$ cat src/rtl/disparity_band_mask_change_ratio_defines.svh
// Assertion macros shared by the disparity band mask modules.
`ifndef DISPARITY_BAND_MASK_CHANGE_RATIO_DEFINES_SVH
`define DISPARITY_BAND_MASK_CHANGE_RATIO_DEFINES_SVH

// Check cons in the same cycle as ante.
`define DBMCR_ASSERT_SAME(label, ante, cons, msg) \
   label: assert property (@(posedge clock) disable iff (reset) (ante) |-> (cons)) \
      else $error(msg);

// Check cons in the cycle after ante.
`define DBMCR_ASSERT_NEXT(label, ante, cons, msg) \
   label: assert property (@(posedge clock) disable iff (reset) (ante) |=> (cons)) \
      else $error(msg);

`endif

$ cat src/rtl/dbmcr_pkg.sv
// Shared widths, constants, register codes and controller interface types.
package dbmcr_pkg;

   localparam int PIX_W      = 8;
   localparam int COL_W      = 10;
   localparam int ROW_W      = 9;
   localparam int CNT_W      = 19;
   localparam int FRAC_W     = 16;
   localparam int RATIO_W    = CNT_W + FRAC_W;
   localparam int CSR_IDX_W  = 2;
   localparam int CSR_DATA_W = 10;

   localparam int DEF_MAX_WIDTH  = 640;
   localparam int DEF_MAX_HEIGHT = 480;

   localparam int BORDER     = 30;
   localparam int DIFF_LIMIT = 10;

   localparam logic [CSR_IDX_W-1:0] CSR_HALF_WIDTH   = 2'd0;
   localparam logic [CSR_IDX_W-1:0] CSR_LEVEL        = 2'd1;
   localparam logic [CSR_IDX_W-1:0] CSR_FRAME_WIDTH  = 2'd2;
   localparam logic [CSR_IDX_W-1:0] CSR_FRAME_HEIGHT = 2'd3;

   localparam logic [PIX_W-1:0] RST_HALF_WIDTH   = 8'd50;
   localparam logic [PIX_W-1:0] RST_LEVEL        = 8'd80;
   localparam logic [COL_W-1:0] RST_FRAME_WIDTH  = 10'd320;
   localparam logic [ROW_W-1:0] RST_FRAME_HEIGHT = 9'd240;

   typedef struct packed {
      logic clear_en;
      logic accept;
      logic exec;
      logic div_start;
      logic load_out;
   } dbmcr_cmd_type;

   typedef struct packed {
      logic clear_last;
      logic need_div;
      logic div_done;
      logic out_free;
   } dbmcr_sts_type;

   function automatic logic [CNT_W-1:0] sat_inc(input logic [CNT_W-1:0] v);
      return (&v) ? v : v + 1'b1;
   endfunction

endpackage

$ cat src/rtl/dbmcr_ctrl.sv
// Controller state machine: store clearing, pixel sequencing, division wait, result handoff.
`include "disparity_band_mask_change_ratio_defines.svh"
module dbmcr_ctrl import dbmcr_pkg::*; (
   input  logic          clock,
   input  logic          reset,
   input  logic          req_valid,
   output logic          req_stall,
   output dbmcr_cmd_type cmd,
   input  dbmcr_sts_type sts
);

   localparam logic [2:0] S_CLEAR = 3'd0;
   localparam logic [2:0] S_IDLE  = 3'd1;
   localparam logic [2:0] S_EXEC  = 3'd2;
   localparam logic [2:0] S_DIV   = 3'd3;
   localparam logic [2:0] S_DONE  = 3'd4;

   logic [2:0] state_ff, state_in;

   always_comb begin
      state_in = state_ff;
      cmd      = '0;
      case (state_ff)
         S_CLEAR: begin
            cmd.clear_en = 1'b1;
            if (sts.clear_last) begin
               state_in = S_IDLE;
            end
         end
         S_IDLE: begin
            if (req_valid) begin
               cmd.accept = 1'b1;
               state_in   = S_EXEC;
            end
         end
         S_EXEC: begin
            cmd.exec = 1'b1;
            if (sts.need_div) begin
               cmd.div_start = 1'b1;
               state_in      = S_DIV;
            end else begin
               state_in = S_DONE;
            end
         end
         S_DIV: begin
            if (sts.div_done) begin
               state_in = S_DONE;
            end
         end
         S_DONE: begin
            if (sts.out_free) begin
               cmd.load_out = 1'b1;
               state_in     = S_IDLE;
            end
         end
         default: begin
            state_in = S_IDLE;
         end
      endcase
   end

   always_ff @(posedge clock) begin
      if (reset) begin
         state_ff <= S_CLEAR;
      end else begin
         state_ff <= state_in;
      end
   end

   assign req_stall = (state_ff != S_IDLE);

   `DBMCR_ASSERT_NEXT(a_no_reclear, state_ff != S_CLEAR, state_ff != S_CLEAR, "store clear re-entered")
   `DBMCR_ASSERT_NEXT(a_div_exit, state_ff == S_DIV, state_ff == S_DIV || state_ff == S_DONE, "bad exit from division wait")
   `DBMCR_ASSERT_SAME(a_exec_after_accept, state_ff == S_EXEC, $past(state_ff) == S_IDLE, "exec without accept")

endmodule

$ cat config.mk
export PLATFORM = sky130hd
export DESIGN_NAME = dbmcr_ctrl
export DESIGN_NICKNAME = d
export VERILOG_FILES = /design/src/rtl/dbmcr_pkg.sv /design/src/rtl/dbmcr_ctrl.sv
export VERILOG_INCLUDE_DIRS = /design/src /design/src/rtl
export SDC_FILE = /design/constraint.sdc
export NUM_CORES = 1
export LEC_CHECK = 0
export BUFFER_PORTS_ARGS = -buffer_cell sky130_fd_sc_hd__buf_4
export CORE_AREA = 2 2 39 41
export DETAILED_ROUTE_END_ITERATION = 12
export DIE_AREA = 0 0 41 43
export MAX_ROUTING_LAYER = met4
export PLACE_DENSITY = 0.42
export SLEW_MARGIN = 20
export SYNTH_ARGS = -nofsm -noshare
export SYNTH_HDL_FRONTEND = slang
export SYNTH_SLANG_ARGS = --single-unit
$ cat constraint.sdc
create_clock -name clock -period 1.7 [get_ports clock]
set_clock_uncertainty 0.1 [all_clocks]
set_input_delay 0.34 -clock clock [delete_from_list [all_inputs] [get_ports clock]]
set_output_delay 0.34 -clock clock [all_outputs]
set_load 0.05 [all_outputs]
==> results.cfg <==
[status]
status = finished, final reports clean

[synthesis]
ys_top_cells_by_count = nor2_1, dfxtp_1
synth_warnings = 0
netlist_area_um2 = 226
synthMuxAreaShare = 0.0442
synth-simple-area-share = 0.420
synth-edff-count = 0
yosys.cell_count.top_type = nor2_1
ys_types = 20
synth_fa_ha_area_frac = 0
synth_top_family_by_area = simple AND/OR/NAND/NOR gates
synth_xor_area_frac = 0
synth_top_area_frac = 0.265
ys_seq_area_frac = 0.265
ys.flop_type = dfxtp_1
synthTopCellsByArea = dfxtp_1, a211oi_1, nor2_1
synth_compound_area_frac = 0.193
synth_cells = 29
synth_top_area_cell = dfxtp_1
async_flop_share = 0
ys_ff_latch = 3
synth_nets = 36
syn_area_per_cell_um2 = 7.81

[route]
totalWireLength_um = 627
vias_per_cell = 4.35
firstDrtPassIters = 2
vias = 261
drc = 0
antenna_left = 0
post_drt_wl_per_cell_um = 10.5
drt_iter0_markers = 6

[power_and_ir_drop]
powerDensity_nw_per_um2 = 990
p_leak_nw = 0.163
peakVddDrop_uv = 345
finalPower_uw = 392

[floorplan]
initial_utilization = 0.164
fp-row-count = 14
dieWidth_um = 41
die_area_um2 = 1760
io_pins = 13
die_h_um = 43
coreArea_um2 = 1380

[layout]
nets = 52
fin_area_um2 = 397
regMostFlops = state_ff
num_antenna_cells = 0
syn_to_final_growth_pct = 75.1
fin_cells = 60
drive_gt1_frac = 0.568
largest_reg_flops = 3
utilization = 0.287
n_fill_cell = 159
reg_top3 = state_ff x3

[clock_tree]
cts_max_level = 1
cts_setup_buffers = 0
clk_pin_slew_ns = 0.04
cts_sinks = 3
ctsLongestPathBuffers = 2
clock_latency_ns = 0.23
cts_inserted_buffers = 3
tritoncts = built
ctsRootBufferMaster = clkbuf_4

[timing]
fin_ws_ns = 0.0593
setup_tns_ns = 0
grt_setup_unrepaired = no
final_hold_viol_count = 0
slew_headroom = 0.771
maxSlewViolCount = 0
fmax_mhz = 610
tightest_slew_ns = 0.339
whs_ns = 0.178
period_minus_slack_ns = 1.64
setup_viol = 0
min_period_over_period = 0.965

[worst_setup_path]
arrival_ns = 1.20
crit_type = flip-flop to output port
end_kind = output port
rrSetupSlack_ns = 0.32
cp_max_fo = 5
crit_required_ns = 1.26
start_kind = flip-flop

[place]
port_buffers = 12
gp_congestion = 0.787
dpl.cell_count = 56
placed_cell_area_um2 = 357
place_hpwl_um = 487
preCtsSetupSlack_ns = 0.121

[job]
cap_violations = 0

[grt]
grt_max_degree = 14
antenna_found_initial = 0
grt_pass1_vias = 257
grt.overflow.total = 0
track_usage = 0.0904
grt_pass1_wl_um = 1060

[min_path]
min_path_type = input port to flip-flop
## kinds of logic (layout without fill, tap and decap cells)
| group | after synthesis | count (layout) |
|---|---|---|
| AND/OR/NAND/NOR | 15 | 15 |
| multiplexers | 1 | 1 |
| flip-flops | 3 | 3 |
| AO/OA/AOI/OAI | 6 | 6 |
| buffers and inverters | 4 | 19 |
## layer usage
metal / GRT usage / part of all wire / vias to the layer above
li1: - / - / 133
met1: 0.125 / 0.47 / 117
met2: 0.116 / 0.44 / 11
met3: 0.0314 / 0.083 / 0
met4: 0.0400 / 0 / 0
met5: - / 0 / -
## layout make-up
type | count | area, um^2 | share of cell area
multi-input cells | 22 | 174 | 0.438
repair buffers | 13 | 105 | 0.265
flip-flops and latches | 3 | 63.8 | 0.161
clock buffers | 4 | 26.3 | 0.0662
well taps | 16 | 20.0 | 0.0505
inverters | 2 | 7.51 | 0.0189
## critical path, stage by stage, from the launching register on
cell and delay (ns):
dfxtp_2 0.33, buf_4 0.16, nor3b_4 0.18, and2_4 0.17, buf_8 0.13
## cell usage in the layout (no fill, tap or decap)
cell type	netlist	routed
nor4b_2	1	2
clkbuf_1	0	1
o21ai_1	1	1
buf_8	0	1
a211oi_2	1	1
nand2_1	2	2
a21oi_1	1	1
nand2b_1	1	1
clkbuf_4	0	3
mux2i_1	1	1
inv_1	2	2
and3_1	1	1
nor3b_4	0	1
a211oi_1	2	2
buf_4	0	12
nand3b_1	1	1
nor3_2	0	1
and2_4	0	1
nor2_1	4	4
a31oi_1	1	1
nor4bb_1	1	1
dfxtp_2	0	3
## path summary, 6_finish.rpt
| kind | startpoint | end | cells after the start |
|---|---|---|---|
| worst min-delay path | reset | state_ff[2] | 2 |
| worst max register to register | state_ff[0] | state_ff[0] | 3 |
| worst min register to register | state_ff[2] | state_ff[0] | 2 |
| worst max-delay path | state_ff[2] | cmd[1] | 4 |
## power breakdown
group          leakage, nW  internal, mW  switching, mW
Sequential          0.0258        0.0804         0.0280
Combinational        0.123        0.0649         0.0938
Clock               0.0150        0.0880         0.0374
Total                0.163         0.233          0.159
## repair_timing
| item | CTS | global route |
|---|---|---|
| pin swaps | 0 | 2 |
| resized for setup | 3 | 3 |
| setup endpoints to repair | 2 | 2 |
| hold endpoints to repair | 0 | 0 |
| hold buffers | 0 | 0 |
| gates cloned | 0 | 0 |
Note: power is estimated with default switching activity, not from simulation.
